[src/mccr_pkg.sv]
// ---------------------------------------------------------------------------
// mccr_pkg: shared types and constants for the cubic curve rasterizer
// Fixed field widths, request, status and register codes, decision variable
// constants, the widths of the shared multiplier and the vertical axis bound.
// ---------------------------------------------------------------------------
package mccr_pkg;

	// Fixed field widths
	localparam int REQ_W   = 2;
	localparam int STAT_W  = 3;
	localparam int SCALE_W = 9;
	localparam int STEP_W  = 10;
	localparam int DEC_W   = 20;
	localparam int LIM_W   = 20;
	localparam int ADDR_W  = 1;

	// Shared multiplier operand and product widths
	localparam int MUL_A_W = 27;
	localparam int MUL_B_W = 11;
	localparam int MUL_P_W = MUL_A_W + MUL_B_W;

	// Request codes
	localparam logic [REQ_W-1:0] REQ_START = 2'd0;
	localparam logic [REQ_W-1:0] REQ_TICK  = 2'd1;
	localparam logic [REQ_W-1:0] REQ_CLEAR = 2'd2;

	// Result status codes
	localparam logic [STAT_W-1:0] ST_PIXEL    = 3'd0;
	localparam logic [STAT_W-1:0] ST_STARTED  = 3'd1;
	localparam logic [STAT_W-1:0] ST_DONE     = 3'd2;
	localparam logic [STAT_W-1:0] ST_BADSCALE = 3'd3;
	localparam logic [STAT_W-1:0] ST_BUSY     = 3'd4;
	localparam logic [STAT_W-1:0] ST_IDLE     = 3'd5;

	// Register indexes
	localparam logic [ADDR_W-1:0] REG_SCALE = 1'd0;
	localparam logic [ADDR_W-1:0] REG_AXIS  = 1'd1;

	// Decision variable constants
	localparam logic [DEC_W-1:0] DEC_START  = 20'hFFFFB;   // -5
	localparam logic [DEC_W-1:0] R1_POS_ADJ = 20'hFFFFB;   // -5
	localparam logic [DEC_W-1:0] R1_NEG_ADJ = 20'd7;
	localparam logic [DEC_W-1:0] R2_STEP    = 20'd96;
	localparam logic [DEC_W-1:0] R2_POS_ADJ = R2_STEP - 20'd26;

	// Vertical axis bound multiplier
	localparam logic [MUL_B_W-1:0] AXY_MUL = 11'd100;

endpackage

[src/midpoint_cubic_curve_raster.sv]
// ---------------------------------------------------------------------------
// midpoint_cubic_curve_raster: midpoint rasterizer for y = x^3/12
// Draws the curve point-symmetric about a latched origin, then optional
// axis pixels, one step per tick request.
// ---------------------------------------------------------------------------
// Usage:
//   Request beats enter on the s_ channel (s_tuser is the request type,
//   s_tdata the origin). Result beats leave on the m_ channel; m_tlast marks
//   the final beat caused by a request. Registers are written on cfg_we.
//   A start, clear or idle tick gives one status beat from the state
//   S_SINGLE, and a drawing tick gives two pixel beats from S_PAIR0 and
//   S_PAIR1 before S_UPD advances the step. A tick that crosses into region
//   two first makes two passes through the shared multiplier for the cube,
//   one that enters the horizontal axis evaluates again, and one that enters
//   the vertical axis makes three passes for 100*scale^3. s_tready is high
//   only while the sequencer waits for a request; the last result beat may
//   still sit in the output register while the next request is taken.
//   Reset returns to the ready phase with registers cleared. A stall on
//   m_tready holds the current result beat and the sequencer behind it.
// ---------------------------------------------------------------------------
module midpoint_cubic_curve_raster #(
	parameter int COORD_WIDTH = 12,
	parameter int SCALE_FRAC  = 8
) (
	input  logic                                 clk,
	input  logic                                 arst_n,
	// Configuration write port
	input  logic                                 cfg_we,
	input  logic [mccr_pkg::ADDR_W-1:0]          cfg_addr,
	input  logic [mccr_pkg::SCALE_W-1:0]         cfg_wdata,
	// Request channel
	input  logic                                 s_tvalid,
	output logic                                 s_tready,
	// s_tdata: origin_x, origin_y
	input  logic [((2*COORD_WIDTH+7)/8)*8-1:0]   s_tdata,
	// s_tuser: req_type
	input  logic [mccr_pkg::REQ_W-1:0]           s_tuser,
	// Result channel
	output logic                                 m_tvalid,
	input  logic                                 m_tready,
	// m_tdata: pixel_x, pixel_y, pixel_color
	output logic [((2*COORD_WIDTH+12)/8)*8-1:0]  m_tdata,
	// m_tuser: status
	output logic [mccr_pkg::STAT_W-1:0]          m_tuser,
	output logic                                 m_tlast
);

	localparam int PW = COORD_WIDTH + 2;
	localparam int MW = ((2*COORD_WIDTH+12)/8)*8;
	localparam int unsigned ONE = 1 << SCALE_FRAC;

	typedef enum logic [2:0] {
		PH_READY = 3'd0,
		PH_R1    = 3'd1,
		PH_R2    = 3'd2,
		PH_AXX   = 3'd3,
		PH_AXY   = 3'd4,
		PH_DRAWN = 3'd5
	} phase_t;

	typedef enum logic [3:0] {
		S_IDLE, S_EVAL, S_CUBE0, S_CUBE1, S_CUBE2,
		S_AXY0, S_AXY1, S_AXY2, S_AXY3,
		S_PAIR0, S_PAIR1, S_UPD, S_SINGLE
	} seq_t;

	seq_t                           state_q;
	phase_t                         phase_q;
	logic [mccr_pkg::STEP_W-1:0]    step_x_q, step_y_q, ex_q, ey_q;
	logic [mccr_pkg::DEC_W-1:0]     dec_q;
	logic [COORD_WIDTH-1:0]         cx_q, cy_q;
	logic [mccr_pkg::LIM_W-1:0]     lim_q;
	logic [mccr_pkg::SCALE_W-1:0]   scale_q;
	logic                           axis_en_q;
	logic [mccr_pkg::STAT_W-1:0]    stat_q;
	logic                           col_q;

	logic                           m_tvalid_q;
	logic signed [PW-1:0]           px_q, py_q;
	logic                           pc_q, last_q;
	logic [mccr_pkg::STAT_W-1:0]    st_q;

	logic                           mul_en;
	logic [mccr_pkg::MUL_A_W-1:0]   mul_a;
	logic [mccr_pkg::MUL_B_W-1:0]   mul_b;
	logic [mccr_pkg::MUL_P_W-1:0]   prod;
	logic [mccr_pkg::MUL_P_W-1:0]   prod_sh;

	logic [31:0]                    wide_x, bnd2, bnd10, axx_full;
	logic                           in_r1, in_r2, in_ax, bad_scale, dec_pos, out_free;
	logic                           out_load;
	logic [mccr_pkg::DEC_W-1:0]     xx, x20, y1, r1_new, r2_new, cube_dec;
	logic [mccr_pkg::MUL_B_W-1:0]   odd_x;

	// Shared multiplier
	mccr_mul u_mul (
		.clk (clk),
		.en  (mul_en),
		.a   (mul_a),
		.b   (mul_b),
		.p   (prod)
	);

	// Bound tests and scale check
	always_comb begin
		wide_x    = 32'(step_x_q) << SCALE_FRAC;
		bnd2      = 32'(scale_q) << 1;
		bnd10     = (32'(scale_q) << 3) + (32'(scale_q) << 1);
		in_r1     = wide_x <= bnd2;
		in_r2     = wide_x <= bnd10;
		in_ax     = mccr_pkg::LIM_W'(step_x_q) <= lim_q;
		axx_full  = ((32'(scale_q) << 6) - (32'(scale_q) << 2)) >> SCALE_FRAC;
		prod_sh   = prod >> (3*SCALE_FRAC);
		bad_scale = (32'(scale_q) < 32'(ONE)) || ((32'(scale_q) << 1) > 32'(3*ONE));
	end

	// Decision variable updates
	always_comb begin
		xx       = prod[mccr_pkg::DEC_W-1:0];
		x20      = mccr_pkg::DEC_W'(step_x_q);
		y1       = mccr_pkg::DEC_W'(step_y_q) + mccr_pkg::DEC_W'(1);
		dec_pos  = !dec_q[mccr_pkg::DEC_W-1] && (dec_q != '0);
		r1_new   = dec_q + xx + (xx << 1) + x20 + (x20 << 3)
		         + (dec_pos ? mccr_pkg::R1_POS_ADJ : mccr_pkg::R1_NEG_ADJ);
		r2_new   = dec_pos ?
		           dec_q + mccr_pkg::R2_POS_ADJ - ((xx << 4) + (xx << 3))
		           - ((x20 << 5) + (x20 << 4)) :
		           dec_q + mccr_pkg::R2_STEP;
		cube_dec = (y1 << 6) + (y1 << 5) - prod[mccr_pkg::DEC_W-1:0];
		odd_x    = {step_x_q, 1'b1};
	end

	// Issue operands to the shared multiplier
	always_comb begin
		mul_en = 1'b0;
		mul_a  = '0;
		mul_b  = '0;
		unique case (state_q)
			S_EVAL: begin
				mul_en = 1'b1;
				mul_a  = mccr_pkg::MUL_A_W'(step_x_q);
				mul_b  = mccr_pkg::MUL_B_W'(step_x_q);
			end
			S_CUBE0: begin
				mul_en = 1'b1;
				mul_a  = mccr_pkg::MUL_A_W'(odd_x);
				mul_b  = odd_x;
			end
			S_CUBE1: begin
				mul_en = 1'b1;
				mul_a  = mccr_pkg::MUL_A_W'(prod[21:0]);
				mul_b  = odd_x;
			end
			S_AXY0: begin
				mul_en = 1'b1;
				mul_a  = mccr_pkg::MUL_A_W'(scale_q);
				mul_b  = mccr_pkg::MUL_B_W'(scale_q);
			end
			S_AXY1: begin
				mul_en = 1'b1;
				mul_a  = prod[mccr_pkg::MUL_A_W-1:0];
				mul_b  = mccr_pkg::MUL_B_W'(scale_q);
			end
			S_AXY2: begin
				mul_en = 1'b1;
				mul_a  = prod[mccr_pkg::MUL_A_W-1:0];
				mul_b  = mccr_pkg::AXY_MUL;
			end
			default: begin
				mul_en = 1'b0;
			end
		endcase
	end

	assign out_free = !m_tvalid_q || m_tready;
	assign out_load = out_free &&
	                  (state_q == S_PAIR0 || state_q == S_PAIR1 || state_q == S_SINGLE);

	// Sequencer, drawing state and output register
	always_ff @(posedge clk or negedge arst_n) begin
		if (!arst_n) begin
			state_q    <= S_IDLE;
			phase_q    <= PH_READY;
			step_x_q   <= '0;
			step_y_q   <= '0;
			dec_q      <= '0;
			cx_q       <= '0;
			cy_q       <= '0;
			lim_q      <= '0;
			scale_q    <= '0;
			axis_en_q  <= 1'b0;
			stat_q     <= mccr_pkg::ST_IDLE;
			ex_q       <= '0;
			ey_q       <= '0;
			col_q      <= 1'b0;
			m_tvalid_q <= 1'b0;
			px_q       <= '0;
			py_q       <= '0;
			pc_q       <= 1'b0;
			st_q       <= mccr_pkg::ST_IDLE;
			last_q     <= 1'b0;
		end else begin
			// Register writes
			if (cfg_we) begin
				unique case (cfg_addr)
					mccr_pkg::REG_SCALE: scale_q   <= cfg_wdata;
					mccr_pkg::REG_AXIS:  axis_en_q <= cfg_wdata[0];
					default:             scale_q   <= scale_q;
				endcase
			end

			// Drop the output beat once taken, unless a new one replaces it
			if (m_tvalid_q && m_tready && !out_load) begin
				m_tvalid_q <= 1'b0;
			end

			unique case (state_q)
				S_IDLE: begin
					if (s_tvalid) begin
						case (s_tuser)
							mccr_pkg::REQ_START: begin
								state_q <= S_SINGLE;
								if (phase_q != PH_READY) begin
									stat_q <= mccr_pkg::ST_BUSY;
								end else if (bad_scale) begin
									stat_q  <= mccr_pkg::ST_BADSCALE;
									phase_q <= PH_DRAWN;
								end else begin
									stat_q   <= mccr_pkg::ST_STARTED;
									phase_q  <= PH_R1;
									cx_q     <= s_tdata[COORD_WIDTH-1:0];
									cy_q     <= s_tdata[2*COORD_WIDTH-1:COORD_WIDTH];
									step_x_q <= '0;
									step_y_q <= '0;
									dec_q    <= mccr_pkg::DEC_START;
									lim_q    <= '0;
								end
							end
							mccr_pkg::REQ_TICK: begin
								state_q <= S_EVAL;
							end
							mccr_pkg::REQ_CLEAR: begin
								state_q  <= S_SINGLE;
								stat_q   <= mccr_pkg::ST_IDLE;
								phase_q  <= PH_READY;
								step_x_q <= '0;
								step_y_q <= '0;
								dec_q    <= '0;
								cx_q     <= '0;
								cy_q     <= '0;
								lim_q    <= '0;
							end
							default: begin
								state_q <= S_SINGLE;
								stat_q  <= mccr_pkg::ST_IDLE;
							end
						endcase
					end
				end
				S_EVAL: begin
					unique case (phase_q)
						PH_R1: begin
							if (in_r1) begin
								ex_q    <= step_x_q;
								ey_q    <= step_y_q;
								col_q   <= 1'b0;
								state_q <= S_PAIR0;
							end else begin
								state_q <= S_CUBE0;
							end
						end
						PH_R2: begin
							if (in_r2) begin
								ex_q    <= step_x_q;
								ey_q    <= step_y_q;
								col_q   <= 1'b0;
								state_q <= S_PAIR0;
							end else if (axis_en_q) begin
								phase_q  <= PH_AXX;
								step_x_q <= '0;
								lim_q    <= axx_full[mccr_pkg::LIM_W-1:0];
							end else begin
								phase_q <= PH_DRAWN;
								stat_q  <= mccr_pkg::ST_DONE;
								state_q <= S_SINGLE;
							end
						end
						PH_AXX: begin
							if (in_ax) begin
								ex_q    <= step_x_q;
								ey_q    <= '0;
								col_q   <= 1'b1;
								state_q <= S_PAIR0;
							end else begin
								state_q <= S_AXY0;
							end
						end
						PH_AXY: begin
							if (in_ax) begin
								ex_q    <= '0;
								ey_q    <= step_x_q;
								col_q   <= 1'b1;
								state_q <= S_PAIR0;
							end else begin
								phase_q <= PH_DRAWN;
								stat_q  <= mccr_pkg::ST_DONE;
								state_q <= S_SINGLE;
							end
						end
						default: begin
							stat_q  <= mccr_pkg::ST_IDLE;
							state_q <= S_SINGLE;
						end
					endcase
				end
				// Cube of 2x+1 for the region two decision value
				S_CUBE0: state_q <= S_CUBE1;
				S_CUBE1: state_q <= S_CUBE2;
				S_CUBE2: begin
					dec_q   <= cube_dec;
					phase_q <= PH_R2;
					state_q <= S_EVAL;
				end
				// 100*scale^3 for the vertical axis bound
				S_AXY0: state_q <= S_AXY1;
				S_AXY1: state_q <= S_AXY2;
				S_AXY2: state_q <= S_AXY3;
				S_AXY3: begin
					phase_q  <= PH_AXY;
					step_x_q <= '0;
					lim_q    <= prod_sh[mccr_pkg::LIM_W-1:0];
					state_q  <= S_EVAL;
				end
				S_PAIR0: begin
					if (out_free) begin
						m_tvalid_q <= 1'b1;
						px_q       <= PW'(cx_q) - PW'(ex_q);
						py_q       <= PW'(cy_q) + PW'(ey_q);
						pc_q       <= col_q;
						st_q       <= mccr_pkg::ST_PIXEL;
						last_q     <= 1'b0;
						state_q    <= S_PAIR1;
					end
				end
				S_PAIR1: begin
					if (out_free) begin
						m_tvalid_q <= 1'b1;
						px_q       <= PW'(cx_q) + PW'(ex_q);
						py_q       <= PW'(cy_q) - PW'(ey_q);
						pc_q       <= col_q;
						st_q       <= mccr_pkg::ST_PIXEL;
						last_q     <= 1'b1;
						state_q    <= S_UPD;
					end
				end
				// Advance the step counters and decision variable
				S_UPD: begin
					unique case (phase_q)
						PH_R1: begin
							dec_q    <= r1_new;
							step_x_q <= step_x_q + 1'b1;
							if (dec_pos) begin
								step_y_q <= step_y_q + 1'b1;
							end
						end
						PH_R2: begin
							dec_q    <= r2_new;
							step_y_q <= step_y_q + 1'b1;
							if (dec_pos) begin
								step_x_q <= step_x_q + 1'b1;
							end
						end
						PH_AXX, PH_AXY: begin
							step_x_q <= step_x_q + 1'b1;
						end
						default: begin
							step_x_q <= step_x_q;
						end
					endcase
					state_q <= S_IDLE;
				end
				S_SINGLE: begin
					if (out_free) begin
						m_tvalid_q <= 1'b1;
						px_q       <= '0;
						py_q       <= '0;
						pc_q       <= 1'b0;
						st_q       <= stat_q;
						last_q     <= 1'b1;
						state_q    <= S_IDLE;
					end
				end
				default: begin
					state_q <= S_IDLE;
				end
			endcase
		end
	end

	assign s_tready = (state_q == S_IDLE);
	assign m_tvalid = m_tvalid_q;
	assign m_tdata  = MW'({pc_q, py_q, px_q});
	assign m_tuser  = st_q;
	assign m_tlast  = last_q;

endmodule

[src/mccr_mul.sv]
// ---------------------------------------------------------------------------
// mccr_mul: shared multiplier
// One unsigned product per issue, registered; holds its value until the
// next issue.
// ---------------------------------------------------------------------------
module mccr_mul (
	input  logic                          clk,
	input  logic                          en,
	input  logic [mccr_pkg::MUL_A_W-1:0]  a,
	input  logic [mccr_pkg::MUL_B_W-1:0]  b,
	output logic [mccr_pkg::MUL_P_W-1:0]  p
);

	// Capture the product on issue
	always_ff @(posedge clk) begin
		if (en) begin
			p <= mccr_pkg::MUL_P_W'(a) * mccr_pkg::MUL_P_W'(b);
		end
	end

endmodule
[config.mk]
export PLATFORM = sky130hd
export DESIGN_NAME = midpoint_cubic_curve_raster
export DESIGN_NICKNAME = d
export VERILOG_FILES = /design/src/mccr_pkg.sv /design/src/midpoint_cubic_curve_raster.sv /design/src/mccr_mul.sv
export SDC_FILE = /design/constraint.sdc
export NUM_CORES = 2
export LEC_CHECK = 0
export ABC_CLOCK_PERIOD_IN_PS = 9400
export BUFFER_PORTS_ARGS = -buffer_cell sky130_fd_sc_hd__buf_4
export CELL_PAD_IN_SITES_DETAIL_PLACEMENT = 1
export CELL_PAD_IN_SITES_GLOBAL_PLACEMENT = 1
export CORE_MARGIN = 5
export CORE_UTILIZATION = 50
export CTS_CLUSTER_SIZE = 25
export DETAILED_ROUTE_END_ITERATION = 16
export PLACE_DENSITY = 0.81
export RECOVER_POWER = 100
export SLEW_MARGIN = 40
export SYNTH_ARGS = -nofsm -noshare
export SYNTH_HDL_FRONTEND = slang
export SYNTH_SLANG_ARGS = --single-unit
export TNS_END_PERCENT = 1
[constraint.sdc]
create_clock -name clk -period 9.4 [get_ports clk]
set_clock_uncertainty 0.1 [all_clocks]
set_input_delay 2.82 -clock clk [delete_from_list [all_inputs] [get_ports clk]]
set_output_delay 2.82 -clock clk [all_outputs]
set_load 0.01 [all_outputs]
==> reports/qor.csv <==
metric,value,unit
status,"complete, but fails checks",
failing checks,"capacitance limit, slew limit",
FF-to-FF Start,state_q[1],
met2 WL,43900,um
Synth async-reset ratio,80.2,%
Synth cell types,86,
most used flip-flop cell after synthesis,dfrtp_1,
Hold Crit Class,reg2reg,
Die Y-Extent,240,um
Worst EP required,9.56,ns
XOR/XNOR Fraction of Synth Area,4.01,%
"flops & latches, synth",192,
wl on met1,35400,um
CP max FO,30,
initial antenna violation count,3,
Worst Path Buf+Inv,5,
synthesized cell area,26400,sq um
Ys Warns,0,
Worst-Skew Late Latency,0.51,ns
number of global-route vias before repair,25200,
"EDFF count, synth",38,
Area contributors post-synth,"fa_1, dfrtp_1, ha_1, inv_1, nand2_1",
worst setup path startpoint,state_q[1],
starting density of the core,50.4,%
CTS tree,yes,
grt ovf,0,
Wirelength per Cell,23.8,um
routed wl met3,5640,um
drt first pass iters,5,
clock sink total,192,
first-pass GRT wire length,142000,um
H-tree depth,4,
peak supply drop,0.346,mV
Final Wtd Congestion,0.948,
area growth from synthesis to layout,6.98,%
share of layout cells above drive strength 1,5.41,%
Final Hold Fails,0,
Compound-Gate Fraction of Synth Area,15.7,%
hold path startpoint,px_q[5],
largest net degree at the start of global routing,80,
core region area,52400,sq um
max-cap viol count,8,
leak pwr,13.4,nW
share of Yosys cell area claimed by the top area cell type,25.1,%
Root Driver,clkbuf_16,
CP Class,reg2reg,
top layer in use,met5,
sequential element share of the synthesized area,18.9,%
dpl hpwl,72700,um
Nets,3716,
crit path time final,8.61,ns
clk slew on worst S/H paths,0.08,ns
Synth Instances,3079,
mux share of post-synthesis cell area,0.818,%
IO Count,79,
crit end category,register,
Routed WL,90700,um
GRT Total Usage,31.9,%
Relative slew margins,-205,%
via count,23100,
Die ar.,57600,sq um
Residual DRC,0,
Antenna Violating Nets Remaining,0,
Final Cycle Share,91.6,%
critical path arrival,8.77,ns
post-synth top area cell,fa_1,
crit start category,register,
initial drt markers,1771,
adder-cell share of the synthesized area,36.0,%
largest family of logic cells by synthesized area,adder cells,
Die X,240,um
"most used cell, CP",fa_1,
endpoints failing setup,0,
Num CTS Buffers,17,
Max Freq,116,MHz
post-cts resize count,0,
Worst-Margin Slew,4.57,ns
syn avg cell area,8.59,sq um
"Slowest-stage cell, CP",fa_1,
"delay-heaviest family, CP",adder cells,
num rows,84,
Worst path max stage delay,0.56,ns
Clock Tree Buf Depth,2,
Setup TNS,0,ns
final slew viol count,395,
RSZ-0062 raised after global routing,false,
Post-CTS Setup Bufs,0,
hold buffers post-CTS,0,
# port buffers,75,
DR vias/cell,6.07,
Simple-Gate Fraction of Synth Area,15.6,%
PD cells,418,nW/um^2
"Core Util, Final",54.0,%
[report_power, final]
part	switching (mW)	internal, mW	leakage, nW
Sequential	0.527	1.21	2.32
Combinational	5.60	3.71	10.8
Clock	0.413	0.381	0.288
[flip-flops by register name, summed over array words and instances (netlist names), 3 cells and up]
signal / cells
phase_q: 3
ex_q: 10
stat_q: 3
px_q: 14
lim_q: 15
state_q: 4
step_y_q: 10
cy_q: 12
u_mul.p: 38
ey_q: 10
py_q: 14
dec_q: 20
step_x_q: 10
m_tuser: 3
cx_q: 12
scale_q: 9
[synthesized netlist by cell type (all sizes together) (13+ instances only)]
master,count
a31oi,30
nor2,217
nand2b,26
a221oi,31
ha,232
fa,331
a21o,51
and3,26
buf,16
nor2b,29
edfxtp,38
inv,487
o21a,19
mux2,13
nand3,43
o22ai,16
o31ai,32
nor3,38
xnor2,84
a22oi,20
a21oi,148
nand4,21
xor2,37
o21ai,158
o211ai,15
and2,31
clkbuf,116
nand2,438
dfrtp,150
o21bai,25
[area by class of cell]
cell class                 instances  area (sq um)
inverter                         487          1830
timing repair buffer             135           832
antenna                            1          2.50
clock buffer                      19           433
clock inverter                    13           169
tap                              688           861
sequential                       192          5000
fill                            6284         24100
multi-input combinational       2279         19200
[path summary, 6_finish.rpt]
check                              end  depth (start not counted)  slack, ns
max                        u_mul.p[34]                         27       0.79
min                            px_q[5]                          2       0.38
max reg2reg                u_mul.p[34]                         27       0.79
min reg2reg                    px_q[5]                          2       0.38
max in group asynchronous      ey_q[6]                          2       1.57
min in group asynchronous     dec_q[1]                          1       3.81
[cells in the final DEF, fill, tap and decap left out, drive strengths merged, types with 30 or more instances in the layout]
master and n:
a221oi 31, inv 492, a21o 51, o31ai 32
fa 331, o21ai 158, nand2 438, a21oi 148
edfxtp 38, nor3 38, clkbuf 69, a31oi 30
xor2 37, nor2 217, ha 232, and2 31
xnor2 84, nand3 43, buf 85, dfrtp 150
[cells by family after synthesis]
kind of cell	after synthesis
XOR/XNOR	121
multiplexers	20
other	2
AND/OR/NAND/NOR	924
buffers and inverters	619
flip-flops	192
AO/OA/AOI/OAI	638
adder cells (fa/ha/maj)	563
[worst reg2reg max path: stages, from the launching register on]
cell	delay [ns]
dfrtp_1	0.36
buf_4	0.30
nor2b_1	0.30
nor2_1	0.11
nor2_1	0.52
nand2_1	0.14
nand3_1	0.54
clkbuf_1	0.34
nand2_1	0.14
fa_1	0.47
fa_1	0.54
inv_1	0.05
fa_1	0.49
fa_1	0.56
inv_1	0.06
fa_1	0.53
inv_1	0.04
ha_1	0.35
o21ai_0	0.32
a2111oi_0	0.20
o311a_1	0.15
a21oi_1	0.39
a31oi_1	0.25
a41o_1	0.37
o21ai_2	0.29
o2111ai_1	0.16
a21oi_1	0.20
xnor2_1	0.09
[per-stage QoR]
step	worst slack, ns	hold WS [ns]	cell area [sq um]	power, mW	instances
final	0.794	0.381	28300	11.8	3814
after global placement	1.31	0.364	27900	10.4	3780
after floorplan	2.11	0.350	26500	8.22	3090
after CTS	1.00	0.388	28500	11.8	3813
after detailed placement	1.03	0.369	27900	10.9	3781
after global routing	0.321	0.399	28300	12.9	3814
[routing by layer]
| metal | vias up | track usage (%) |
|---|---|---|
| met2 | 840 | 53.7 |
| met5 | - | 0 |
| li1 | 10200 | - |
| met3 | 301 | 5.75 |
| met4 | 4 | 17.6 |
| met1 | 11800 | 39.1 |
Power figures use the tool's default switching activity.
